File: src/design/dtf_pkg.sv
// Shared types, constants and tables for the decimal text to fixed-point converter.
package dtf_pkg;

   localparam int CHAR_W          = 8;
   localparam int VALUE_W         = 48;
   localparam int RADIX           = 10;

   localparam int INT_BITS_DEF        = 23;
   localparam int FRAC_BITS_DEF       = 24;
   localparam int MAX_FRAC_DIGITS_DEF = 8;

   localparam logic [CHAR_W-1:0] CHAR_MINUS = 8'h2D;
   localparam logic [CHAR_W-1:0] CHAR_POINT = 8'h2E;
   localparam logic [CHAR_W-1:0] CHAR_ZERO  = 8'h30;
   localparam logic [CHAR_W-1:0] CHAR_NINE  = 8'h39;

   localparam logic [VALUE_W-2:0] MAG_MAX = '1;

   typedef struct packed {
      logic [CHAR_W-1:0] character;
      logic              last;
   } req_type;

   typedef struct packed {
      logic signed [VALUE_W-1:0] value;
      logic                      overflow;
      logic                      malformed;
   } rsp_type;

   typedef enum logic [1:0] {
      ST_IDLE,
      ST_DIVIDE,
      ST_MERGE,
      ST_EMIT
   } state_type;

   function automatic logic [29:0] pow10_fn(input logic [3:0] k);
      logic [29:0] p;
      case (k)
         4'd0:    p = 30'd1;
         4'd1:    p = 30'd10;
         4'd2:    p = 30'd100;
         4'd3:    p = 30'd1000;
         4'd4:    p = 30'd10000;
         4'd5:    p = 30'd100000;
         4'd6:    p = 30'd1000000;
         4'd7:    p = 30'd10000000;
         4'd8:    p = 30'd100000000;
         4'd9:    p = 30'd1000000000;
         default: p = 30'd1;
      endcase
      return p;
   endfunction

endpackage

File: src/design/dtf_frac_div.sv
// Restoring divider that turns the decimal fraction into binary fraction bits, one per cycle.
module dtf_frac_div #(
   parameter int FRAC_BITS = dtf_pkg::FRAC_BITS_DEF,
   parameter int ACC_W     = 27
) (
   input  logic                 clock,
   input  logic                 reset,
   input  logic                 start,
   input  logic [ACC_W-1:0]     numer,
   input  logic [ACC_W-1:0]     denom,
   output logic                 busy,
   output logic [FRAC_BITS-1:0] quotient
);

   localparam int STEP_W = $clog2(FRAC_BITS + 1);

   logic [STEP_W-1:0]    steps_ff, steps_in;
   logic [ACC_W-1:0]     rem_ff, rem_in;
   logic [ACC_W-1:0]     den_ff, den_in;
   logic [FRAC_BITS-1:0] quot_ff, quot_in;

   logic [ACC_W:0] rem_shift;
   logic [ACC_W:0] rem_diff;
   logic           fits;

   assign rem_shift = {rem_ff, 1'b0};
   assign rem_diff  = rem_shift - {1'b0, den_ff};
   assign fits      = rem_shift >= {1'b0, den_ff};

   always_comb begin
      steps_in = steps_ff;
      rem_in   = rem_ff;
      den_in   = den_ff;
      quot_in  = quot_ff;
      if (start) begin
         steps_in = STEP_W'(FRAC_BITS);
         rem_in   = numer;
         den_in   = denom;
         quot_in  = '0;
      end else if (steps_ff != '0) begin
         steps_in = steps_ff - STEP_W'(1);
         rem_in   = fits ? rem_diff[ACC_W-1:0] : rem_shift[ACC_W-1:0];
         quot_in  = {quot_ff[FRAC_BITS-2:0], fits};
      end
   end

   always_ff @(posedge clock) begin
      if (reset) begin
         steps_ff <= '0;
      end else begin
         steps_ff <= steps_in;
      end
      rem_ff  <= rem_in;
      den_ff  <= den_in;
      quot_ff <= quot_in;
   end

   assign busy     = steps_ff != '0;
   assign quotient = quot_ff;

endmodule

File: src/design/decimal_text_to_fixed_point.sv
// Top level: parses decimal text one character per request and emits a signed fixed-point value.
// A character that is not last is taken with no stall; the next can follow in the next cycle.
// A last character starts a bit-serial divide for the FRAC_BITS fraction bits, then the merge
// and emit states follow; req_stall stays high until rsp_valid rises.
// The result register frees the input side while a result waits on rsp_stall.
// Synchronous reset clears the parser state, the sequencer and the result valid.
module decimal_text_to_fixed_point #(
   parameter int INT_BITS        = dtf_pkg::INT_BITS_DEF,
   parameter int FRAC_BITS       = dtf_pkg::FRAC_BITS_DEF,
   parameter int MAX_FRAC_DIGITS = dtf_pkg::MAX_FRAC_DIGITS_DEF
) (
   input  logic             clock,
   input  logic             reset,
   input  logic             req_valid,
   output logic             req_stall,
   input  dtf_pkg::req_type req_payload,
   output logic             rsp_valid,
   input  logic             rsp_stall,
   output dtf_pkg::rsp_type rsp_payload
);

   localparam int ACC_W     = $clog2(dtf_pkg::pow10_fn(4'(MAX_FRAC_DIGITS)));
   localparam int CNT_W     = $clog2(MAX_FRAC_DIGITS + 1);
   localparam int INT_EXT_W = INT_BITS + 4;
   localparam int SUM_W     = INT_BITS + FRAC_BITS + 1;
   localparam int CMP_W     = (SUM_W > dtf_pkg::VALUE_W) ? SUM_W : dtf_pkg::VALUE_W;
   localparam int MAG_W     = dtf_pkg::VALUE_W - 1;

   dtf_pkg::state_type state_ff, state_in;

   logic                at_start_ff, at_start_in;
   logic                negative_ff, negative_in;
   logic                after_point_ff, after_point_in;
   logic [INT_BITS-1:0] integer_acc_ff, integer_acc_in;
   logic [ACC_W-1:0]    fraction_acc_ff, fraction_acc_in;
   logic [CNT_W-1:0]    fraction_count_ff, fraction_count_in;
   logic                overflow_seen_ff, overflow_seen_in;
   logic                bad_seen_ff, bad_seen_in;

   logic [MAG_W-1:0]    mag_ff, mag_in;
   logic                mag_ovf_ff, mag_ovf_in;
   logic                rsp_valid_ff, rsp_valid_in;
   dtf_pkg::rsp_type    rsp_payload_ff, rsp_payload_in;

   logic                 req_fire;
   logic                 div_start;
   logic                 div_busy;
   logic [FRAC_BITS-1:0] div_quot;
   logic                 do_merge;
   logic                 do_emit;
   logic                 emit_ready;

   logic                 is_digit;
   logic [3:0]           digit;
   logic [INT_EXT_W-1:0] int_next;
   logic [ACC_W-1:0]     frac_next;
   logic [CMP_W-1:0]     mag_sum;
   logic                 mag_over;
   logic [MAG_W:0]       mag_ext;

   assign req_fire   = req_valid && !req_stall;
   assign emit_ready = !rsp_valid_ff || !rsp_stall;

   assign is_digit  = (req_payload.character >= dtf_pkg::CHAR_ZERO) &&
                      (req_payload.character <= dtf_pkg::CHAR_NINE);
   assign digit     = 4'(req_payload.character - dtf_pkg::CHAR_ZERO);
   assign int_next  = INT_EXT_W'(integer_acc_ff) * INT_EXT_W'(dtf_pkg::RADIX) +
                      INT_EXT_W'(digit);
   assign frac_next = ACC_W'(fraction_acc_ff * ACC_W'(dtf_pkg::RADIX)) + ACC_W'(digit);

   // parser
   always_comb begin
      at_start_in       = at_start_ff;
      negative_in       = negative_ff;
      after_point_in    = after_point_ff;
      integer_acc_in    = integer_acc_ff;
      fraction_acc_in   = fraction_acc_ff;
      fraction_count_in = fraction_count_ff;
      overflow_seen_in  = overflow_seen_ff;
      bad_seen_in       = bad_seen_ff;
      if (req_fire) begin
         at_start_in = 1'b0;
         if (req_payload.character == dtf_pkg::CHAR_MINUS) begin
            if (at_start_ff) begin
               negative_in = 1'b1;
            end else begin
               bad_seen_in = 1'b1;
            end
         end else if (req_payload.character == dtf_pkg::CHAR_POINT) begin
            if (after_point_ff) begin
               bad_seen_in = 1'b1;
            end else begin
               after_point_in = 1'b1;
            end
         end else if (is_digit) begin
            if (!after_point_ff) begin
               if (int_next > INT_EXT_W'({INT_BITS{1'b1}})) begin
                  integer_acc_in   = '1;
                  overflow_seen_in = 1'b1;
               end else begin
                  integer_acc_in = int_next[INT_BITS-1:0];
               end
            end else if (fraction_count_ff < CNT_W'(MAX_FRAC_DIGITS)) begin
               fraction_acc_in   = frac_next;
               fraction_count_in = fraction_count_ff + CNT_W'(1);
            end
         end else begin
            bad_seen_in = 1'b1;
         end
      end else if (do_emit) begin
         at_start_in       = 1'b1;
         negative_in       = 1'b0;
         after_point_in    = 1'b0;
         integer_acc_in    = '0;
         fraction_acc_in   = '0;
         fraction_count_in = '0;
         overflow_seen_in  = 1'b0;
         bad_seen_in       = 1'b0;
      end
   end

   dtf_frac_div #(
      .FRAC_BITS (FRAC_BITS),
      .ACC_W     (ACC_W)
   ) u_div (
      .clock    (clock),
      .reset    (reset),
      .start    (div_start),
      .numer    (fraction_acc_in),
      .denom    (ACC_W'(dtf_pkg::pow10_fn(4'(fraction_count_in)))),
      .busy     (div_busy),
      .quotient (div_quot)
   );

   // merge integer and fraction, saturate
   assign mag_sum  = (CMP_W'(integer_acc_ff) << FRAC_BITS) + CMP_W'(div_quot);
   assign mag_over = mag_sum > CMP_W'(dtf_pkg::MAG_MAX);

   always_comb begin
      mag_in     = mag_ff;
      mag_ovf_in = mag_ovf_ff;
      if (do_merge) begin
         mag_in     = mag_over ? dtf_pkg::MAG_MAX : mag_sum[MAG_W-1:0];
         mag_ovf_in = overflow_seen_ff || mag_over;
      end
   end

   // result register
   assign mag_ext = {1'b0, mag_ff};

   always_comb begin
      rsp_valid_in   = rsp_valid_ff && rsp_stall;
      rsp_payload_in = rsp_payload_ff;
      if (do_emit) begin
         rsp_valid_in             = 1'b1;
         rsp_payload_in.value     = negative_ff ? -mag_ext : mag_ext;
         rsp_payload_in.overflow  = mag_ovf_ff;
         rsp_payload_in.malformed = bad_seen_ff;
      end
   end

   // sequencer next state
   always_comb begin
      state_in = state_ff;
      unique case (state_ff)
         dtf_pkg::ST_IDLE: begin
            if (req_fire && req_payload.last) begin
               state_in = dtf_pkg::ST_DIVIDE;
            end
         end
         dtf_pkg::ST_DIVIDE: begin
            if (!div_busy) begin
               state_in = dtf_pkg::ST_MERGE;
            end
         end
         dtf_pkg::ST_MERGE: begin
            state_in = dtf_pkg::ST_EMIT;
         end
         dtf_pkg::ST_EMIT: begin
            if (emit_ready) begin
               state_in = dtf_pkg::ST_IDLE;
            end
         end
         default: begin
            state_in = dtf_pkg::ST_IDLE;
         end
      endcase
   end

   // sequencer outputs
   always_comb begin
      req_stall = 1'b1;
      div_start = 1'b0;
      do_merge  = 1'b0;
      do_emit   = 1'b0;
      unique case (state_ff)
         dtf_pkg::ST_IDLE: begin
            req_stall = 1'b0;
            div_start = req_valid && req_payload.last;
         end
         dtf_pkg::ST_DIVIDE: begin
         end
         dtf_pkg::ST_MERGE: begin
            do_merge = 1'b1;
         end
         dtf_pkg::ST_EMIT: begin
            do_emit = emit_ready;
         end
         default: begin
         end
      endcase
   end

   always_ff @(posedge clock) begin
      if (reset) begin
         state_ff          <= dtf_pkg::ST_IDLE;
         at_start_ff       <= 1'b1;
         negative_ff       <= 1'b0;
         after_point_ff    <= 1'b0;
         integer_acc_ff    <= '0;
         fraction_acc_ff   <= '0;
         fraction_count_ff <= '0;
         overflow_seen_ff  <= 1'b0;
         bad_seen_ff       <= 1'b0;
         rsp_valid_ff      <= 1'b0;
      end else begin
         state_ff          <= state_in;
         at_start_ff       <= at_start_in;
         negative_ff       <= negative_in;
         after_point_ff    <= after_point_in;
         integer_acc_ff    <= integer_acc_in;
         fraction_acc_ff   <= fraction_acc_in;
         fraction_count_ff <= fraction_count_in;
         overflow_seen_ff  <= overflow_seen_in;
         bad_seen_ff       <= bad_seen_in;
         rsp_valid_ff      <= rsp_valid_in;
      end
      mag_ff         <= mag_in;
      mag_ovf_ff     <= mag_ovf_in;
      rsp_payload_ff <= rsp_payload_in;
   end

   assign rsp_valid   = rsp_valid_ff;
   assign rsp_payload = rsp_payload_ff;

   a_last_starts_divide: assert property (@(posedge clock) disable iff (reset)
      req_fire && req_payload.last |=> state_ff == dtf_pkg::ST_DIVIDE && div_busy)
      else $error("last character did not start the divide");

   a_divide_to_merge: assert property (@(posedge clock) disable iff (reset)
      state_ff == dtf_pkg::ST_DIVIDE && !div_busy |=> state_ff == dtf_pkg::ST_MERGE)
      else $error("finished divide did not move to merge");

   a_reset_clears: assert property (@(posedge clock)
      reset |=> state_ff == dtf_pkg::ST_IDLE && !rsp_valid_ff && at_start_ff)
      else $error("reset did not clear sequencer and result");

endmodule
File: config.mk
export PLATFORM = sky130hd
export DESIGN_NAME = decimal_text_to_fixed_point
export DESIGN_NICKNAME = d
export VERILOG_FILES = /design/src/design/dtf_pkg.sv /design/src/design/dtf_frac_div.sv /design/src/design/decimal_text_to_fixed_point.sv
export SDC_FILE = /design/constraint.sdc
export NUM_CORES = 1
export LEC_CHECK = 0
export BUFFER_PORTS_ARGS = -buffer_cell sky130_fd_sc_hd__clkbuf_2
export CORE_MARGIN = 3
export CORE_UTILIZATION = 62
export DETAILED_ROUTE_END_ITERATION = 7
export GPL_ROUTABILITY_DRIVEN = 0
export PLACE_DENSITY_LB_ADDON = 0.25
export RECOVER_POWER = 50
export SKIP_CTS_REPAIR_TIMING = 1
export SLEW_MARGIN = 20
export SYNTH_ARGS = -nofsm -noshare
export SYNTH_HDL_FRONTEND = slang
export SYNTH_SLANG_ARGS = --single-unit
File: constraint.sdc
create_clock -name clock -period 5.71 [get_ports clock]
set_clock_uncertainty 0.1 [all_clocks]
set_input_delay 1.4275 -clock clock [delete_from_list [all_inputs] [get_ports clock]]
set_output_delay 1.4275 -clock clock [all_outputs]
set_load 0.02 [all_outputs]
### After elaboration in Yosys (flattened, before gate mapping)

Memory sizes are Yosys's and may differ from the RTL's. A register that Yosys moved wholly into a read port is not among the register bits.
Index checks and enable logic that the tools add are counted.

* bits in registers: 216
* bits in read-only memories: 480
* bits of input ports: 13
* word-level logic and storage cells: 133
* memories kept: 1

Memory list
* (no name shown): depth 16, bits a word 30, read ports 1, clocked after memory_dff 1, write ports 0, line dtf_pkg.sv:39 `case (k)`

* add/subtract/negate cells: 8
* $mul: 2
* magnitude comparators: 6
* equality and inequality tests: 19
* mux-type cells: 57
* reductions and logical operators: 20

Operators with widths (number)
* 2-to-1 mux 27 bit: 10
* 2-to-1 mux 23 bit: 7
* adder 27 x 4 -> 27 bit: 2
* adder 47 x 24 -> 48 bit: 1
* > comparator 48 x 47 -> 1 bit, second input constant: 1
* negation 47 -> 48 bit: 1
* 2-to-1 mux 47 bit: 1
* >= comparator 28 x 27 -> 1 bit: 1
* 2-to-1 mux 4 bit: 7
* > comparator 27 x 23 -> 1 bit, second input constant: 1
* multiplier 27 x 3 -> 26 bit, second input constant: 1
* subtractor 27 bit: 1
* multiplier 23 x 3 -> 26 bit, second input constant: 1
* 2-to-1 mux 1 bit: 26
* == test 8 x 6 -> 1 bit, second input constant: 2
* != test 2 bit, second input constant: 6
* 2-to-1 mux 5 bit: 2
* != test 2 x 1 -> 1 bit, second input constant: 5
* AND reduction 3 bit: 3
* >= comparator 8 x 6 -> 1 bit, second input constant: 1
* <= comparator 8 x 6 -> 1 bit, second input constant: 1
* one-hot mux 2 bit (4 select lines): 1
* 2-to-1 mux 2 bit: 3
* AND reduction 6 bit: 1
* 18 further kinds: 26

### Logic depth before layout (Yosys ltp)

Gate-level depths: netlist of run 1.

* depth in word-level cells: 9
* depth in mapped cells: 15
* gate-level depth less buffers: 13

### Hierarchy

A second synthesis of run 1 with hierarchy kept.

* cell total of the unflattened synthesis: 1705
* area, all modules: 16015.4 um2

Modules (own cells, without submodules)
* decimal_text_to_fixed_point: times used 1, cells each 1214, area each 11304.6 um2
* dtf_frac_div: times used 1, cells each 491, area each 4710.8 um2

### Worst setup path before layout of run 1

OpenSTA, ideal clock, no wires.

* path type: input-to-reg
* from: in rsp_stall
* to: reg u_div.den_ff[9] (data pin)
* setup time: 259 ps
* data arrival time: 4399 ps
* required time: 5351 ps
* path slack: 952 ps
* stages on the path: 9
* cells stage by stage: nand2_1 -> and2_1 -> nand2_1 -> and3_1 -> a21oi_1 -> inv_1 -> ha_1 -> o21ai_0 -> nand2_1

* word-level cells in the longest chain between the ends: 5

Ends and longest elaborated chain
* from (decl): line decimal_text_to_fixed_point.sv:18 `input logic rsp_stall,`
* zero test 1 bit: line decimal_text_to_fixed_point.sv:62 `assign emit_ready = !rsp_valid_ff || !rsp_stall;`
* logical OR 1 bit: line decimal_text_to_fixed_point.sv:62
* 2-to-1 mux 1 bit: line decimal_text_to_fixed_point.sv:196 `unique case (state_ff)`
* named net do_emit: line decimal_text_to_fixed_point.sv:50 `logic do_emit;`
* 2-to-1 mux 4 bit: line decimal_text_to_fixed_point.sv:110 `end else if (do_emit) begin`
* 2-to-1 mux 4 bit: line decimal_text_to_fixed_point.sv:81 `if (req_fire) begin`
* named net fraction_count_in[1]: line decimal_text_to_fixed_point.sv:36 `logic [CNT_W-1:0] fraction_count_ff, fraction_count_in;`
* to (decl): line dtf_frac_div.sv:19 `logic [ACC_W-1:0] den_ff, den_in;`

The timed path passes the listed nets, and every way through them passes these cells.
A chain may end at the register's enable or synchronous reset.

### Worst setup path in the final report of run 1

* from: reg integer_acc_ff[1]
* to: reg integer_acc_ff[13]

* word-level cells in the longest chain between the ends: 9

Ends and longest elaborated chain
* from (decl): line decimal_text_to_fixed_point.sv:34 `logic [INT_BITS-1:0] integer_acc_ff, integer_acc_in;`
* from (signal assigned): line decimal_text_to_fixed_point.sv:231 `integer_acc_ff <= integer_acc_in;`
* multiplier 23 x 3 -> 26 bit *: line decimal_text_to_fixed_point.sv:67 `assign int_next = INT_EXT_W'(integer_acc_ff) * INT_EXT_W'(dtf_pkg::RADIX) +`
* adder 27 x 4 -> 27 bit *: line decimal_text_to_fixed_point.sv:67
* > comparator 27 x 23 -> 1 bit: line decimal_text_to_fixed_point.sv:97 `if (int_next > INT_EXT_W'({INT_BITS{1'b1}})) begin`
* 2-to-1 mux 23 bit *: line decimal_text_to_fixed_point.sv:97
* 2-to-1 mux 23 bit *: line decimal_text_to_fixed_point.sv:96 `if (!after_point_ff) begin`
* 2-to-1 mux 23 bit *: line decimal_text_to_fixed_point.sv:95 `end else if (is_digit) begin`
* 2-to-1 mux 23 bit *: line decimal_text_to_fixed_point.sv:89 `end else if (req_payload.character == dtf_pkg::CHAR_POINT) begin`
* 2-to-1 mux 23 bit *: line decimal_text_to_fixed_point.sv:83 `if (req_payload.character == dtf_pkg::CHAR_MINUS) begin`
* 2-to-1 mux 23 bit *: line decimal_text_to_fixed_point.sv:81

Every way passes the cells marked *; elsewhere a longest branch is shown, timed or not. The select of a mux whose other input is x is not followed.

==> results of run 1 <==
## state kept, by name, indices dropped and copies added, names as in the netlist
name,cells
u_div.rem_ff,27
rsp_payload,50
state_ff,2
mag_ff,47
u_div.steps_ff,5
integer_acc_ff,23
after_point_ff,1
negative_ff,1
bad_seen_ff,1
fraction_acc_ff,27
mag_ovf_ff,1
u_div.quotient,24
fraction_count_ff,4
u_div.den_ff,23
rsp_valid,1
at_start_ff,1
overflow_seen_ff,1
## power groups by stage
stage / Sequential [uW] / Clock [uW] / Combinational, uW
finish: 2520 / 1580 / 2220
global route: 2550 / 1680 / 2480
CTS: 2500 / 1600 / 2210
detailed placement: 2530 / 0 / 2200
global placement: 2520 / 0 / 2120
floorplan: 2500 / 0 / 1700
## cells in the final DEF (no fill, tap or decap), types with 17 or more instances in the layout
master / instances
a211oi_1: 30
a21o_1: 22
a21oi_1: 142
a311oi_1: 25
a31oi_1: 25
and3_1: 26
clkbuf_16: 24
clkbuf_2: 61
dfxtp_1: 91
edfxtp_1: 148
ha_1: 133
inv_1: 67
mux2i_1: 17
nand2_1: 148
nand3_1: 35
nor2_1: 119
nor2b_1: 18
nor3_1: 36
o21ai_0: 65
xnor2_1: 114
xor2_1: 28
## layer usage
metal / share of wire [%] / vias up
met5: 0 / -
met4: 1.9 / 0
met3: 6.6 / 40
met2: 45 / 359
met1: 46 / 5664
li1: - / 5911
## metrics by stage
step | std cells | utilization (%) | total power (uW) | cell area (um2)
global placement | 1913 | 65.85 | 4645 | 15730
floorplan | 1633 | - | 4192 | 15340
detailed placement | 1913 | 65.85 | 4730 | 15730
global route | 1957 | 69.13 | 6708 | 16520
CTS | 1957 | 69.23 | 6312 | 16540
finish | 1957 | 69.13 | 6319 | 16520
## final timing paths
kind	start	endpoint	slack, ns	cells after the start
worst min register to register	mag_ovf_ff	rsp_payload[1]	0.33	0
worst min-delay path	mag_ovf_ff	rsp_payload[1]	0.33	0
worst max-delay path	integer_acc_ff[1]	integer_acc_ff[13]	0.86	13
worst max register to register	integer_acc_ff[1]	integer_acc_ff[13]	0.86	13
## cell type report
class	count	area (um2)
Clock buffer	29	649.4
Clock inverter	15	158.9
Fill cell	1855	7376
Inverter	67	251.5
Multi-Input combinational cell	1212	8392
Sequential cell	239	6266
Tap cell	319	399.1
Timing Repair Buffer	76	400.4
## cell families after synthesis
| family | Yosys count |
|---|---|
| simple gates | 495 |
| compound gates | 415 |
| flops | 239 |
| buf+inv | 182 |
| xor+xnor | 143 |
| fa+ha+maj | 138 |
| mux | 21 |
==> metrics, run 1 <==
clk buf depth 3; CP Capture Type flop; Final Setup Violations 0; Die Span Y roughly 160 um; crit path buf inv count 0; PwrDens ~380 nW/um2; clock-pin slew on the worst setup and hold paths roughly 0.06 ns; outcome complete, but fails checks; Ports 65; EDFF count, synth approximately 150; CP Max Fanout 22; most crowded layer after global routing met2; layout cells sized above 1 9.035%; CTS tree done; Tcrit/Tclk final between 80% and 90%; RSZ-0062 raised after global routing no; register bit total from synthesis roughly 240; Final #Nets about 1800; antenna viol nets, final 0; Hold Crit Class reg -> reg; pin count of the biggest net entering global routing 90; dominant synthesized flop cell edfxtp_1; mux contribution to synthesized area 1.427%; Logic pwr share around a third; GRT Total Usage roughly a quarter; Cell variety after synth 84; clk_lat worst skew between 0.5 and 0.6 ns; DP Worst Slack around 0.92 ns; port buffer count 64; Max IR drop VDD between 200 and 300 uV; worst rel slew slack -81.74%; Lkg Pwr 0.006613 uW; n_diodes 0; GR Layer Usage met1 between 30% and 40%; CORE AREA around 24000 um2; CP max stage delay about 0.54 ns; Setup TNS Final 0 ns; Row Count 56; crit-path leading delay family simple AND/OR/NAND/NOR gates; synthesized instance count between 1500 and 2000; vias in the first global route 11210; synth cell count leaders 148 x edfxtp_1, 148 x nand2_1, 142 x a21oi_1; setup ws final between 0.8 and 0.9 ns; largest family of logic cells by synthesized area compound AO/OA/AOI/OAI gates; CP startpoint kind flop; crit path kind reg -> reg; Initial Utilization 64.21%; Slew @ Worst Pin about 2.7 ns; Synth area leaders edfxtp_1 29%, dfxtp_1 12%, ha_1 11%; Die W around 160 um; clock power share approximately 25%; Compound-Gate Fraction of Synth Area between 10% and 20%; Iter 0 DRT Violations ~900; Area Growth Syn to Fin 7.667%; WHS roughly 0.33 ns; grt met3 use about 4.4%; full die area 26670 um2; P_int 4083 uW; syn avg cell area ~9.4 um2; yosys synthesis warning count 0; Vias between 10000 and 15000; remaining global-route overflow 0; worst-path cell chain ha_1 -> ha_1 -> fa_1 -> a211oi_2 -> o21ai_2 -> a311oi_1 -> nand3b_1 -> nand3_1 -> or4_1 -> or4_1 -> mux2_4 -> nor2_4 -> a311oi_1; fin. max-slew vios 248; Post-Synth XOR/XNOR Area between 8 and 9%; cell area after synthesis 15340 um2; CTS Buf Count 24; post-synthesis sequential area ratio 40.84%; first-pass GRT wire length approximately 56 mm; sequential share of power about two fifths; syn_nets about 1800; failing checks max-capacitance violations, max-slew violations; sw power between 2000 and 2500 uW; final hold violation count 0; hpwl dp ~25 mm; Root Driver clkbuf_16; Detailed Routing Iterations Pass 1 5; leading area contributor after synthesis edfxtp_1; Post-Synth Adder-Cell Area between 10% and 20%; area share of the largest cell type after synthesis between 20 and 30%; asr flop ratio synth 0%; # DRC 0; Simple-Gate Fraction of Synth Area around 16%; initial antenna violation count 0; Max-Cap Viols 6; maximum clock rate 206.1 MHz; WL per Instance around 17 um; Via density roughly 6.1; crit path time final a little under 5 ns; clock sinks between 200 and 250; grt met2 use approximately two fifths; H-tree levels 1; cell at the slowest stage of the critical path or4_1; sw frac roughly 35%; critical path data arrival time between 5 and 6 ns; Routed WL approximately 34 mm; Req. time, crit path 5.95 ns
(Power assumes the default switching activity.)
==> run 2: changes to the inputs <==
- ABC_AREA: default -> 1
- clock period: 5.71 -> 4.5 ns (I/O delays scaled with it)
==> run 2 against run 1 <==
  * Critical path type unchanged
  * Largest power group unchanged
  * Register-to-register slack got worse by 0.30 ns
  * Maximum frequency increased by 23%
  * Flip-flop and latch count unchanged
  * The run still ends with max-capacitance violations, max-slew violations left
  * Core utilization decreased by 1.3 points
==> metrics, run 2 <==
outcome complete, but fails checks; failing checks max-capacitance violations, max-slew violations; Req. time, crit path 4.66 ns (-1.29 ns); pin count of the biggest net entering global routing 58 (-36%); H-tree levels 1 (unchanged); hpwl dp 31.33 mm (+24%); Logic pwr share 36.1% (+0.9 points); crit path time final 3.939 ns (-0.9116 ns); synthesized instance count 2213 (+36%); most frequent cell after synthesis nand2_1; Cell variety after synth 55 (-35%); first-pass GRT wire length 66.60 mm (+20%); area share of the largest cell type after synthesis 26.81% (-2.2 points); antenna viol nets, final 0 (unchanged); clk_lat worst skew 0.52 ns (about the same); synth cell count leaders 554 x nand2_1, 294 x inv_1, 184 x nor2_1; yosys synthesis warning count 0 (unchanged); post-synthesis sequential area ratio 37.80% (-3.0 points); area occupied by multi-input gates 8856 um2 (+5.5%); Die W 169.5 um (+3.8%); Via density 5.697 (-6.9%); most frequent cells in the layout 553 x nand2_1, 293 x inv_1, 184 x nor2_1, 148 x edfxtp_1; Largest register FFs 50 (unchanged); clk buf depth 3 (unchanged); Tcrit/Tclk final 87.54% (+2.6 points); sw power 3075 uW (+37%); DP Area 17070 um2 (+8.5%); clock-pin slew on the worst setup and hold paths 0.06 ns (about the same); Lkg Pwr 0.008128 uW (+23%); Max IR drop VDD 253.1 uV (-3.5%); FILL cells 2170 (+17%); EDFF count, synth 148 (unchanged); layout cells sized above 1 4.902% (-4.1 points); critical path data arrival time 4.10 ns (-0.99 ns); Synth area leaders edfxtp_1 27%, nand2_1 13%, dfxtp_1 11%; Ports 65 (unchanged); Area Growth Syn to Fin 7.215%; Hold Crit Class reg -> reg; placed cells 2537 (+33%); cell area after synthesis 16580 um2 (+8.1%); CTS tree done; Die Span Y 169.5 um (+3.8%); Final Setup Violations 0 (unchanged); Root Driver clkbuf_16; most common cell after layout, fill and taps aside nand2_1; Final #Nets 2378 (+34%); Slew @ Worst Pin 2.044 ns (-0.6823 ns); final core occ 67.83% (-1.3 points); PwrDens 460.2 nW/um2 (+20%); WL per Instance 15.71 um (-9.8%); full die area 28740 um2 (+7.8%); syn avg cell area 7.491 um2 (-20%); worst rel slew slack -36.25% (+45 points); CTS Buf Count 23 (-4.2%); clock power share 23.6% (-1.3 points); P_int 5105 uW (+25%); port buffer count 64 (unchanged); Setup TNS Final 0 ns (unchanged); final hold violation count 0 (unchanged); Initial Utilization 63.26% (-0.95 points); GRT Total Usage 27.91% (+2.6 points); Routed WL 40.57 mm (+19%); WHS 0.3318 ns (+0.005400 ns); Register Area 6266 um2 (unchanged); CP Max Fanout 5 (-77%); leading area contributor after synthesis edfxtp_1; CP startpoint kind flop; remaining global-route overflow 0 (unchanged); Vias 14710 (+23%); sequential share of power 40.3% (+0.4 points); asr flop ratio synth 0% (unchanged); post-route cell area 17770 um2 (+7.6%); Max-Cap Viols 2 (-4); clock sinks 239 (unchanged); fin. max-slew vios 101 (-59%); maximum clock rate 253.8 MHz (+23%); CORE AREA 26210 um2 (+9.7%); register bit total from synthesis 239 (unchanged); Finished Layout Cells 2582 (+32%); RSZ-0062 raised after global routing no; dominant synthesized flop cell edfxtp_1; Row Count 59 (+5.4%); # DRC 0 (unchanged); crit path kind reg -> reg; CP Capture Type flop; sw frac 37.59% (+2.2 points); R2R Setup Slk 0.56 ns (-0.30 ns); vias in the first global route 13900 (+24%); Iter 0 DRT Violations 1226 (+37%); syn_nets 2364 (+33%); initial antenna violation count 3 (+3); Detailed Routing Iterations Pass 1 6 (+1)
## run 2: cell types whose count changed after synthesis, moves of 20 or more
cell	change
nor2_1	+65
xnor2_1	-75
inv_1	+227
o22ai_1	+20
a311oi_1	-25
and3_1	-24
a31oi_1	-20
nand4_1	+22
nand2_1	+406
xor2_1	+26
clkbuf_1	-22
a211oi_1	-27
o21ai_0	+31
nand3_1	+109
## run 2: kinds of logic after synthesis
| family | count (synthesis) | share of synthesized area, % |
|---|---|---|
| adders and majority gates | 138 | 10.64 |
| buffers and inverters | 384 | 8.800 |
| muxes | 2 | 0.1208 |
| AOI/OAI and AO/OA | 339 | 11.43 |
| xor gates and xnor gates | 93 | 4.913 |
| and+or+nand+nor | 1018 | 26.29 |
| DFF | 239 | 37.80 |
## run 2: cell type report
class | instances | share of cell area, %
multi-input cells | 1590 | 49.82
flip-flops and latches | 239 | 35.25
inverters | 296 | 6.251
clock buffers | 30 | 3.801
well taps | 335 | 2.358
repair buffers | 77 | 1.971
clock inverters | 12 | 0.4998
diodes | 3 | 0.04224
## run 2: per-layer routing
layer / wire length [um] / part of all wire, % / GRT usage [%] / up-vias
met3: 3037 / 7.5 / 2.725 / 66
met4: 858 / 2.1 / 7.610 / 0
met5: 0 / 0 / 0 / -
met2: 18350 / 45 / 45.54 / 582
met1: 18320 / 45 / 40.12 / 6721
li1: - / - / - / 7340
## run 2: worst max-delay path, stage by stage (launching register included)
cell	delay, ns
dfxtp_1	0.44
ha_1	0.28
ha_1	0.25
fa_1	0.47
nand3_1	0.12
nand2_2	0.11
nand2_1	0.09
nand2_1	0.10
xor2_1	0.42
nand2_1	0.16
nor2_1	0.26
nand3_2	0.17
nor3_1	0.27
nand4_1	0.12
nand3_1	0.11
nand2_1	0.09
nand2_1	0.09
nand2_1	0.05
## run 2: stage by stage
| stage | total power [uW] | setup WS [ns] |
|---|---|---|
| floorplan | 5495 | 0.8729 |
| global route | 8661 | 0.07326 |
| finish | 8180 | 0.5607 |
| detailed placement | 6208 | 0.3279 |
| global placement | 6098 | 0.4722 |
| CTS | 8154 | 0.5855 |
## run 2: power by group through the flow
stage                     sequential [uW]  combinational, uW  clock, uW
final                                3300               2950       1930
after global routing                 3340               3300       2020
after CTS                            3280               2920       1950
after detailed placement             3330               2880          0
after global placement               3310               2790          0
after floorplan                      3310               2190          0
## run 2: path summary, 6_finish.rpt
check	from	endpoint	depth (start not counted)
min reg2reg	u_div.quotient[11]	mag_ff[11]	0
min	u_div.quotient[11]	mag_ff[11]	0
max reg2reg	fraction_acc_ff[3]	u_div.rem_ff[24]	17
max	fraction_acc_ff[3]	u_div.rem_ff[24]	17
